`config.mk`:
```
export PLATFORM = sky130hd
export DESIGN_NAME = drbt_ctrl
export DESIGN_NICKNAME = d
export VERILOG_FILES = /design/src/sv/dram_row_buffer_bank_timing_macros.svh /design/src/sv/drbt_pkg.sv /design/src/sv/drbt_ctrl.sv
export SDC_FILE = /design/constraint.sdc
export NUM_CORES = 1
export LEC_CHECK = 0
export ABC_CLOCK_PERIOD_IN_PS = 1500
export BUFFER_PORTS_ARGS = -buffer_cell sky130_fd_sc_hd__clkbuf_2
export CAP_MARGIN = 25
export CORE_AREA = 3 3 40 42
export DETAILED_ROUTE_END_ITERATION = 6
export DIE_AREA = 0 0 43 45
export PLACE_DENSITY = 0.66
export SLEW_MARGIN = 25
export SYNTH_ARGS = -nofsm -noshare
export SYNTH_HDL_FRONTEND = slang
export SYNTH_SLANG_ARGS = --single-unit
```
`constraint.sdc`:
```
create_clock -name clk_i -period 1.5 [get_ports clk_i]
set_input_delay 0.15 -clock clk_i [delete_from_list [all_inputs] [get_ports clk_i]]
set_output_delay 0.15 -clock clk_i [all_outputs]
set_load 0.02 [all_outputs]
```
`src/sv/dram_row_buffer_bank_timing_macros.svh`:
```
// ----------------------------------------------------------------------------
// DRAM row buffer bank timing: assertion macros
// Concurrent assertion wrappers that compile away in synthesis builds.
// ----------------------------------------------------------------------------
`ifndef DRAM_ROW_BUFFER_BANK_TIMING_MACROS_SVH
`define DRAM_ROW_BUFFER_BANK_TIMING_MACROS_SVH
`ifndef SYNTH
// Assertion checked outside reset.
`define DRBT_ASSERT(label, clk, rst_n, prop) \
  label: assert property (@(posedge clk) disable iff (!rst_n) prop) \
    else $error("%m: assertion failed");
// Assertion checked at every clock edge, reset included.
`define DRBT_ASSERT_ALWAYS(label, clk, prop) \
  label: assert property (@(posedge clk) prop) else $error("%m: assertion failed");
`else
`define DRBT_ASSERT(label, clk, rst_n, prop)
`define DRBT_ASSERT_ALWAYS(label, clk, prop)
`endif
`endif

```
`src/sv/drbt_pkg.sv`:
```
// ----------------------------------------------------------------------------
// DRAM row buffer bank timing: package
// Shared types, defaults, codes and saturating time arithmetic.
// ----------------------------------------------------------------------------
package drbt_pkg;

  localparam int unsigned SEGMENTS_DEF  = 4;
  localparam int unsigned SUBBANKS_DEF  = 8;
  localparam int unsigned ROW_SLOTS_DEF = 4;

  localparam int unsigned TIME_W = 48;
  localparam int unsigned ADDR_W = 32;
  localparam int unsigned CFG_IDX_W = 3;
  localparam int unsigned CFG_DATA_W = 17;
  localparam logic [TIME_W-1:0] TIME_MAX = '1;

  // Event codes.
  typedef enum logic [1:0] {
    ACT_READ  = 2'd0,
    ACT_WRITE = 2'd1,
    ACT_HOLD  = 2'd2,
    ACT_NOP   = 2'd3
  } action_e;

  // Configuration register indexes.
  typedef enum logic [CFG_IDX_W-1:0] {
    REG_HIT_DELAY      = 3'd0,
    REG_MISS_DELAY     = 3'd1,
    REG_ISSUE_INTERVAL = 3'd2,
    REG_PRECHARGE_TIME = 3'd3,
    REG_ROW_SIZE       = 3'd4,
    REG_OPEN_ROWS      = 3'd5,
    REG_PIPELINED      = 3'd6,
    REG_SHARING        = 3'd7
  } cfg_reg_e;

  typedef struct packed {
    action_e           action;
    logic [ADDR_W-1:0] address;
    logic [1:0]        segment_index;
    logic [2:0]        bank_index;
    logic [TIME_W-1:0] now;
    logic [TIME_W-1:0] hold_until;
  } in_item_t;

  typedef struct packed {
    logic [TIME_W-1:0] done_time;
    logic              row_hit;
    logic [TIME_W-1:0] wait_cycles;
  } out_item_t;

  // Controller states.
  typedef enum logic [3:0] {
    ST_IDLE,
    ST_DIV,
    ST_HIT,
    ST_LATE,
    ST_LATE2,
    ST_START,
    ST_SUM1,
    ST_SUM2,
    ST_COMMIT,
    ST_FINISH
  } state_e;

  // Commands from the controller to the datapath.
  typedef struct packed {
    logic load;
    logic ld_hit;
    logic ld_late;
    logic ld_late2;
    logic ld_start;
    logic ld_sum1;
    logic ld_sum2;
    logic commit;
    logic hold_commit;
    logic out_load;
  } cmd_t;

  // Status from the datapath to the controller.
  typedef struct packed {
    action_e action;
    logic    div_done;
  } status_t;

  // Saturating time sum.
  function automatic logic [TIME_W-1:0] tadd(logic [TIME_W-1:0] a, logic [TIME_W-1:0] b);
    logic [TIME_W:0] s;
    s = {1'b0, a} + {1'b0, b};
    return s[TIME_W] ? TIME_MAX : s[TIME_W-1:0];
  endfunction

  // Time difference clamped at zero.
  function automatic logic [TIME_W-1:0] tsub(logic [TIME_W-1:0] a, logic [TIME_W-1:0] b);
    return (a > b) ? (a - b) : '0;
  endfunction

  // Remainder of a small value by a small constant, by repeated subtraction.
  function automatic logic [3:0] small_mod(logic [3:0] v, logic [4:0] d);
    logic [3:0] r;
    r = v;
    for (int i = 0; i < 8; i++) begin
      if ({1'b0, r} >= d) r = 4'({1'b0, r} - d);
    end
    return r;
  endfunction

endpackage

```
`src/sv/drbt_ctrl.sv`:
```
// ----------------------------------------------------------------------------
// DRAM row buffer bank timing: controller
// Sequences one event through division and, for a read or write, timing steps and commit.
// ----------------------------------------------------------------------------
module drbt_ctrl (
  input  logic              clk_i,
  input  logic              rst_ni,
  input  logic              in_valid_i,
  output logic              in_ready_o,
  output logic              out_valid_o,
  input  logic              out_ready_i,
  input  drbt_pkg::status_t status_i,
  output drbt_pkg::cmd_t    cmd_o
);
  import drbt_pkg::*;

  state_e state_q, state_d;
  logic   out_valid_q, out_valid_d;
  logic   access;

  assign access = (status_i.action == ACT_READ) || (status_i.action == ACT_WRITE);

  // State register and output valid flag.
  always_ff @(posedge clk_i or negedge rst_ni) begin
    if (!rst_ni) begin
      state_q     <= ST_IDLE;
      out_valid_q <= 1'b0;
    end else begin
      state_q     <= state_d;
      out_valid_q <= out_valid_d;
    end
  end

  // Next state and commands.
  always_comb begin
    state_d     = state_q;
    cmd_o       = '0;
    in_ready_o  = 1'b0;
    out_valid_d = out_valid_q && !out_ready_i;
    unique case (state_q)
      ST_IDLE: begin
        in_ready_o = 1'b1;
        if (in_valid_i) begin
          cmd_o.load = 1'b1;
          state_d    = ST_DIV;
        end
      end
      ST_DIV: begin
        if (status_i.div_done) begin
          if (access) begin
            cmd_o.ld_hit = 1'b1;
            state_d      = ST_HIT;
          end else begin
            cmd_o.hold_commit = (status_i.action == ACT_HOLD);
            state_d           = ST_FINISH;
          end
        end
      end
      ST_HIT: begin
        cmd_o.ld_late = 1'b1;
        state_d       = ST_LATE;
      end
      ST_LATE: begin
        cmd_o.ld_late2 = 1'b1;
        state_d        = ST_LATE2;
      end
      ST_LATE2: begin
        cmd_o.ld_start = 1'b1;
        state_d        = ST_START;
      end
      ST_START: begin
        cmd_o.ld_sum1 = 1'b1;
        state_d       = ST_SUM1;
      end
      ST_SUM1: begin
        cmd_o.ld_sum2 = 1'b1;
        state_d       = ST_SUM2;
      end
      ST_SUM2: begin
        cmd_o.commit = 1'b1;
        state_d      = ST_COMMIT;
      end
      ST_COMMIT: begin
        state_d = ST_FINISH;
      end
      ST_FINISH: begin
        if (!out_valid_q || out_ready_i) begin
          cmd_o.out_load = 1'b1;
          out_valid_d    = 1'b1;
          state_d        = ST_IDLE;
        end
      end
      default: state_d = ST_IDLE;
    endcase
  end

  assign out_valid_o = out_valid_q;

endmodule

```
==> results of run 1 <==
==> metrics by stage <==
step	hold WS (ns)	power, mW	TNS (ns)
2_1_floorplan	-0.146	0.864	0
5_1_grt	0.256	1.41	-0.150
6_report	0.215	1.29	0
3_3_place_gp	-0.0264	0.980	0
4_1_cts	0.218	1.21	0
3_5_place_dp	-0.0260	0.993	0
==> final timing paths <==
path,startpoint,endpoint,slack [ns],cells past startpoint
setup / recovery,state_q[1],cmd_o[1],0.04,4
hold / removal,out_ready_i,out_valid_o,0.21,3
setup reg to reg,state_q[2],state_q[0],0.19,4
hold reg to reg,out_valid_o,out_valid_o,0.53,2
max in group asynchronous,rst_ni,state_q[3],1.09,2
min in group asynchronous,rst_ni,state_q[1],0.26,2
==> Yosys cell counts (all sizes together) <==
master | instances | share of area [%]
a31oi | 1 | 1.5
inv | 1 | 0.92
nand2 | 5 | 4.6
and2b | 2 | 3.7
or2b | 1 | 1.8
o32ai | 1 | 2.1
nor2 | 6 | 7.3
and2 | 3 | 4.9
o21ai | 2 | 2.4
buf | 4 | 8.6
mux2 | 1 | 3.7
dfrtp | 5 | 31
o211ai | 1 | 1.8
xor2 | 1 | 2.1
nand3 | 1 | 1.2
nand2b | 1 | 1.5
nor4 | 1 | 5.2
a21oi | 1 | 1.2
nor3b | 1 | 1.8
nand4bb | 1 | 2.8
or2 | 1 | 1.5
o311ai | 1 | 2.1
nor3 | 4 | 4.9
nor2b | 1 | 1.5
==> worst max-delay path: stages (launching register included) <==
cell and delay, ns:
dfrtp_2 0.43, and2b_1 0.23, nand3_2 0.09, nor3b_2 0.16
buf_4 0.16
==> layout make-up <==
type                    count  area, µm²
fillers                   132        682
multi-input cells          37        260
repair buffers             26        164
flip-flops and latches      5        130
clock buffers               4       26.3
well taps                  15       18.8
inverters                   1       3.75
==> sequential cells by signal, summed over array words and instances, names as in the netlist <==
register     cells
out_valid_o      1
state_q          4
==> layer usage <==
metal	vias up	GRT usage, %	wire length [µm]
li1	212	-	-
met1	193	15.0	440
met5	-	0	0
met4	0	12.7	63
met3	6	1.20	69
met2	20	18.9	453
==> cells by family after synthesis <==
family	share of synthesized area, %
flops	30.6
buf+inv	9.48
xor+xnor	2.14
mux	3.67
compound gates	11.3
simple gates	42.8
==> power by group <==
group	internal (mW)	switching (mW)	total, mW
logic	0.388	0.425	0.813
registers	0.209	0.113	0.322
clock network	0.101	0.0557	0.156
total	0.697	0.595	1.29
==> repair_timing <==
action / in CTS / in global routing
gates resized for setup: 7 / 11
hold buffers: 1 / 0
endpoints found under the hold margin: 5 / 0
setup buffers: 2 / 3
setup endpoints to repair: 8 / 8
==> impl_metrics.tcl, run 1 <==
set metrics [dict create \
    p_leak_nw 0.296 \
    period_needed_ns 1.46 \
    vias 431 \
    drtAntennaViolNets 0 \
    die_h_um 45 \
    min_path_type "input pin to flip-flop" \
    worst_ep_required_time_ns 1.35 \
    clkLatencyLatePin_ns 0.24 \
    cp.arrival_ns 1.31 \
    fmax_mhz 684 \
    grt_pass1_wl_um 1680 \
    drv_cap 0 \
    routedWlPerCell_um 11.7 \
    grt_max_degree 12 \
    syn_nets 54 \
    worst_pin_slew_ns 0.232 \
    clock_skew_ns 0.0000583 \
    track_usage_pct 12.4 \
    final_cells 88 \
    avgSynthCellArea_um2 8.71 \
    grt_pass1_vias 383 \
    grt-ovfl-total 0 \
    pre_cts_ws_ns 0.121 \
    viasPerCell 4.90 \
    synth_warnings 0 \
    cp_max_fo 5 \
    globalplace.congestion 0.689 \
    peakVddDrop_mv 0.678 \
    grt_antenna_before_repair 0 \
    timing.final.crit_share_pct 97.5 \
    yosys.cell_types.count 28 \
    clk_path_buf_depth 2 \
    place_area_um2 498 \
    clk_pin_slew_ns 0.04 \
    ys_seq_area_share_pct 30.6 \
    place_hpwl_um 726 \
    maxSlewHeadroom_pct 84.3 \
    syn_to_final_growth_pct 47.4 \
    die_x_um 43 \
    place_inst 78 \
    start_kind "flip-flop" \
    drc 0 \
    synth-seq-cells 5 \
    final_core_util_pct 46.9 \
    worstSetupPathType "flip-flop to primary output" \
    cts_buffers 3 \
    fin_area_um2 603 \
    drt_iter0_drc 0 \
    final-hold-violation-count 0 \
    rows 13 \
    cp-end-kind "primary output" \
    final_common_cell "clkbuf_2" \
    p_per_area_nw_per_um2 2140 \
    cts_max_level 1 \
    num_io_pins 19 \
    cts.sinks 5 \
    drt-total-wl_um 1030 \
    fin_ws_ns 0.0378 \
    final_cell_mix "clkbuf_2, buf_4, nand2_1, nor2_1" \
    syn_inst 47 \
    nets 81 \
    firstDrtPassIters 1 \
    core-area_um2 1280 \
    rsz0062_at_grt "yes" \
    status "completed" \
    syn_area_um2 409 \
    die_area_um2 1940 \
    report.final.setup_viol 0 \
    slew_viol_final 0 \
    layout-drive-gt1-share_pct 53.4 \
    cts_tree "built" \
    root_buffer "clkbuf_4" \
    diodes 0 \
    port_buffers 18 \
    start_util_pct 31.8 \
]
No activity file was read; power rests on OpenSTA's default activity.
==> run 2, diff against run 1 <==
- PLACE_DENSITY: 0.66 -> not set
==> run 2 against run 1 <==
Utilization rose by 3.8 points. Die area did not move. Hold slack got worse by 0.026 ns. Flip-flop and latch count did not move. Global-route usage rose by 0.14 points. Worst setup slack got worse by 0.033 ns. Power rose by 12%. Critical endpoint unchanged.
==> impl_metrics.tcl, run 2 (same netlist as run 1, synthesis figures left out) <==
set metrics [dict create \
    grt-ovfl-total 0 \
    setup_tns_ns 0 \
    multi_input_area_um2 285 \
    routedWlPerCell_um 12.7 \
    diodes 0 \
    root_buffer "clkbuf_4" \
    drc 0 \
    worstSetupPathType "flip-flop to primary output" \
    globalplace.congestion 0.689 \
    place_hpwl_um 728 \
    viasPerCell 4.75 \
    maxSlewHeadroom_pct 84.4 \
    peakVddDrop_mv 0.740 \
    period_needed_ns 1.50 \
    nets 85 \
    crit_buf_inv 1 \
    clk_pin_slew_ns 0.05 \
    largest_reg_flops 4 \
    max_stage_delay_ns 0.45 \
    register_area_um2 130 \
    pre_cts_ws_ns 0.144 \
    report.final.setup_viol 0 \
    place_area_um2 498 \
    die_x_um 43 \
    syn_to_final_growth_pct 59.3 \
    cts_tree "built" \
    final-hold-violation-count 0 \
    cp_top_family "simple AND/OR/NAND/NOR gates" \
    die_h_um 45 \
    cp.arrival_ns 1.35 \
    die_area_um2 1940 \
    cp_slowest_cell "dfrtp_2" \
    cp-end-kind "primary output" \
    drt_iter0_drc 11 \
    holdWs_ns 0.188 \
    vias 437 \
    rows 13 \
    nFillCells 122 \
    slew_viol_final 0 \
    start_util_pct 31.8 \
    firstDrtPassIters 2 \
    drv_cap 0 \
    intPower_mw 0.785 \
    timing.final.crit_share_pct 99.7 \
    p_switching_mw 0.656 \
    cp_max_fo 5 \
    p_clk_share_pct 11.7 \
    cts_max_level 1 \
    worst_pin_slew_ns 0.231 \
    final_cell_mix "clkbuf_2, buf_4, nand2_1, nor2_1, dfrtp_2" \
    fmax_mhz 669 \
    rsz0062_at_grt "yes" \
    grt_pass1_wl_um 1690 \
    worst_ep_required_time_ns 1.35 \
    clock_skew_ns 0.00419 \
    track_usage_pct 12.5 \
    status "completed" \
    ff2ff_setup_slack_ns 0.19 \
    clkLatencyLatePin_ns 0.25 \
    fin_ws_ns 0.00447 \
    cts_buffers 3 \
    min_path_type "input pin to flip-flop" \
    p_per_area_nw_per_um2 2210 \
    path_cells "and2b_1 -> nand3_2 -> nor3b_2 -> buf_4" \
    fin_area_um2 652 \
    p_leak_nw 0.317 \
    core-area_um2 1280 \
    cts.sinks 5 \
    clk_path_buf_depth 2 \
    final_core_util_pct 50.7 \
    drtAntennaViolNets 0 \
    sw_frac_of_total_pct 45.5 \
    largest_register "state_q" \
    pwr-share-seq_pct 23.1 \
    start_kind "flip-flop" \
    drt-total-wl_um 1170 \
    comb_power_share_pct 65.2 \
    grt_max_degree 12 \
    power.total_mw 1.44 \
    port_buffers 18 \
    final_cells 92 \
    grt_antenna_before_repair 0 \
    grt_pass1_vias 393 \
    num_io_pins 19 \
    layout-drive-gt1-share_pct 59.7 \
    place_inst 78 \
]
## run 2: routing by layer
metal,vias to the layer above,routed length [µm],GRT usage [%]
li1,222,-,-
met4,0,47,14.5
met2,14,521,18.9
met5,-,0,0
met3,4,57,2.39
met1,197,538,13.9
## run 2: timing repair
action | CTS | global route
pin swaps | 1 | 0
resized for setup | 10 | 11
endpoints found under the hold margin | 5 | 0
setup endpoints to repair | 8 | 9
setup buffers | 2 | 7
hold buffers | 1 | 0
## run 2: final timing paths
check,start,to,cells after the start
setup / recovery,state_q[1],cmd_o[1],4
hold / removal,in_valid_i,state_q[0],3
setup reg to reg,state_q[3],state_q[0],4
hold reg to reg,out_valid_o,out_valid_o,2
max in group asynchronous,rst_ni,state_q[0],2
min in group asynchronous,rst_ni,state_q[2],2
## run 2: worst min-delay path, cell delays in order
cell	delay, ns
clkbuf_2	0.09
o311ai_1	0.08
o211ai_1	0.08
## run 2: cell type report
class	instances	share of cell area, %
multi-input cells	37	43.8
flip-flops and latches	5	20.0
well taps	15	2.88
repair buffers	30	28.8
inverters	1	0.576
clock buffers	4	4.03
## run 2: power groups by stage
stage	logic [mW]	registers, mW	clock network, mW
2_1_floorplan	0.617	0.247	0
3_3_place_gp	0.636	0.354	0
3_5_place_dp	0.632	0.357	0
4_1_cts	0.712	0.355	0.171
5_1_grt	1.02	0.345	0.182
6_report	0.939	0.333	0.169
==> run 3, diff against run 2 <==
--- a/config.mk
+++ b/config.mk
@@ -7,3 +7,3 @@
 export LEC_CHECK = 0
-export ABC_CLOCK_PERIOD_IN_PS = 1500
+export ABC_CLOCK_PERIOD_IN_PS = 1800
 export BUFFER_PORTS_ARGS = -buffer_cell sky130_fd_sc_hd__clkbuf_2
==> constraint.sdc (replaced) <==
create_clock -name clk_i -period 1.8 [get_ports clk_i]
set_input_delay 0.27 -clock clk_i [delete_from_list [all_inputs] [get_ports clk_i]]
set_output_delay 0.27 -clock clk_i [all_outputs]
set_load 0.02 [all_outputs]
==> run 3 against run 2 <==
Final cell count shrank 9.8%. Non-clock buffer count shrank 9. Via count shrank 9.6%. Hold slack gained 0.13 ns. Largest cell class unchanged. Critical path depth shrank 1. First-iteration DRC count shrank 100%. Clock skew is essentially flat. Critical path type unchanged. Largest power group unchanged. Sequential power shrank 6.3%. Sequential share of layout area grew 4.2 points.
==> impl_metrics.tcl, run 3 (same netlist as run 1, synthesis figures left out) <==
set metrics [dict create \
    report.final.setup_viol 0 \
    grt_pass1_wl_um 1520 \
    ff2ff_setup_slack_ns 0.52 \
    largest_reg_flops 4 \
    clock_skew_ns 0.00456 \
    cp-end-kind "primary output" \
    top_usage_layer "met2" \
    final-hold-violation-count 0 \
    grt_pass1_vias 359 \
    drv_cap 0 \
    grt-ovfl-total 0 \
    power.total_mw 0.953 \
    slew_viol_final 0 \
    start_kind "flip-flop" \
    final_cell_mix "clkbuf_2, nand2_1, nor2_1" \
    final_common_cell "clkbuf_2" \
    hp-start "in_valid_i" \
    nets 76 \
    firstDrtPassIters 1 \
    worst_ep_required_time_ns 1.53 \
    drt-total-wl_um 893 \
    worstSetupPathType "flip-flop to primary output" \
    hold_end "state_q[0]" \
    rsz0062_at_grt "no" \
    syn_to_final_growth_pct 31.8 \
    drt_iter0_drc 0 \
    die_h_um 45 \
    die_x_um 43 \
    fin_area_um2 539 \
    core-area_um2 1280 \
    setup_tns_ns 0 \
    use_met3_pct 4.78 \
    globalplace.congestion 0.671 \
    cp.arrival_ns 1.40 \
    holdWs_ns 0.317 \
    min_path_type "input pin to flip-flop" \
    use_met2_pct 16.2 \
    r2r-start "state_q[1]" \
    period_needed_ns 1.67 \
    layout-drive-gt1-share_pct 45.6 \
    cts.sinks 5 \
    diodes 0 \
    cp_max_fo 10 \
    clk_path_buf_depth 2 \
    place_hpwl_um 688 \
    grt_antenna_before_repair 0 \
    track_usage_pct 10.6 \
    clk_pin_slew_ns 0.05 \
    root_buffer "clkbuf_4" \
    place_area_um2 483 \
    cts_tree "built" \
    reg2reg_to "state_q[0]" \
    drc 0 \
    largest_register "state_q" \
    peakVddDrop_mv 0.580 \
    worst_pin_slew_ns 0.224 \
    clkLatencyLatePin_ns 0.24 \
    viasPerCell 4.76 \
    routedWlPerCell_um 10.8 \
    reg2reg_depth 4 \
    nFillCells 138 \
    vias 395 \
    cts_buffers 3 \
    grt_max_degree 14 \
    maxSlewHeadroom_pct 84.8 \
    hold_path_depth 3 \
    timing.final.crit_share_pct 92.9 \
    drtAntennaViolNets 0 \
    port_buffers 18 \
    fmax_mhz 598 \
    die_area_um2 1940 \
    p_leak_nw 0.260 \
    start_util_pct 31.8 \
    met1_usage_pct 13.4 \
    p_per_area_nw_per_um2 1770 \
    pre_cts_ws_ns 0.272 \
    num_io_pins 19 \
    fin_ws_ns 0.128 \
    cts_max_level 1 \
    status "completed" \
    rows 13 \
]
run 3: cell count changes in the layout (fill, tap and decap cells not counted), sizes merged:
cell	previous run	this run
buf	16	3
clkbuf	17	21
run 3: timing repair:
action	in CTS	in global routing
resized for setup	1	4
hold buffers	1	0
setup endpoints to repair	1	4
buffers inserted	0	2
hold endpoints to repair	5	0
run 3: final cells by class:
cell class / instances / area [µm²] / area share, %
clock buffer: 4 / 26.3 / 4.87
timing repair buffer: 21 / 115 / 21.3
multi-input combinational: 37 / 245 / 45.5
sequential: 5 / 130 / 24.1
tap: 15 / 18.8 / 3.48
inverter: 1 / 3.75 / 0.696
run 3: worst max-delay path: stages, from the launching register on:
cell and delay [ns]:
dfrtp_2 0.50, or2b_1 0.30, nor3_1 0.16, clkbuf_2 0.20
run 3: metrics by stage:
| step | std cells | util [%] |
|---|---|---|
| 5_1_grt | 83 | 42.0 |
| 2_1_floorplan | 47 | - |
| 4_1_cts | 81 | 40.5 |
| 3_3_place_gp | 76 | 37.6 |
| 3_5_place_dp | 76 | 37.6 |
| 6_report | 83 | 42.0 |
run 3: how the worst max path moves through the flow:
stage / start / endpoint / slack, ns / cells past startpoint
global route: state_q[1] / cmd_o[1] / 0.03 / 4
detailed placement: state_q[2] / cmd_o[5] / 0.27 / 3
floorplan: state_q[1] / cmd_o[1] / 0.24 / 4
finish: state_q[2] / cmd_o[5] / 0.13 / 3
global placement: state_q[2] / cmd_o[5] / 0.28 / 3
CTS: state_q[1] / cmd_o[1] / 0.04 / 4
run 3: report_power, final:
| group | leakage (nW) | switching (mW) | internal [mW] | total, mW |
|---|---|---|---|---|
| Combinational | 0.186 | 0.271 | 0.241 | 0.512 |
| Sequential | 0.0591 | 0.139 | 0.173 | 0.312 |
| Clock | 0.0150 | 0.0455 | 0.0838 | 0.129 |
run 3: metal layers:
layer  vias up  routed length [µm]
met5         -                   0
met4         0                  10
met3         2                  73
met2        14                 384
met1       174                 424
li1        205                   -
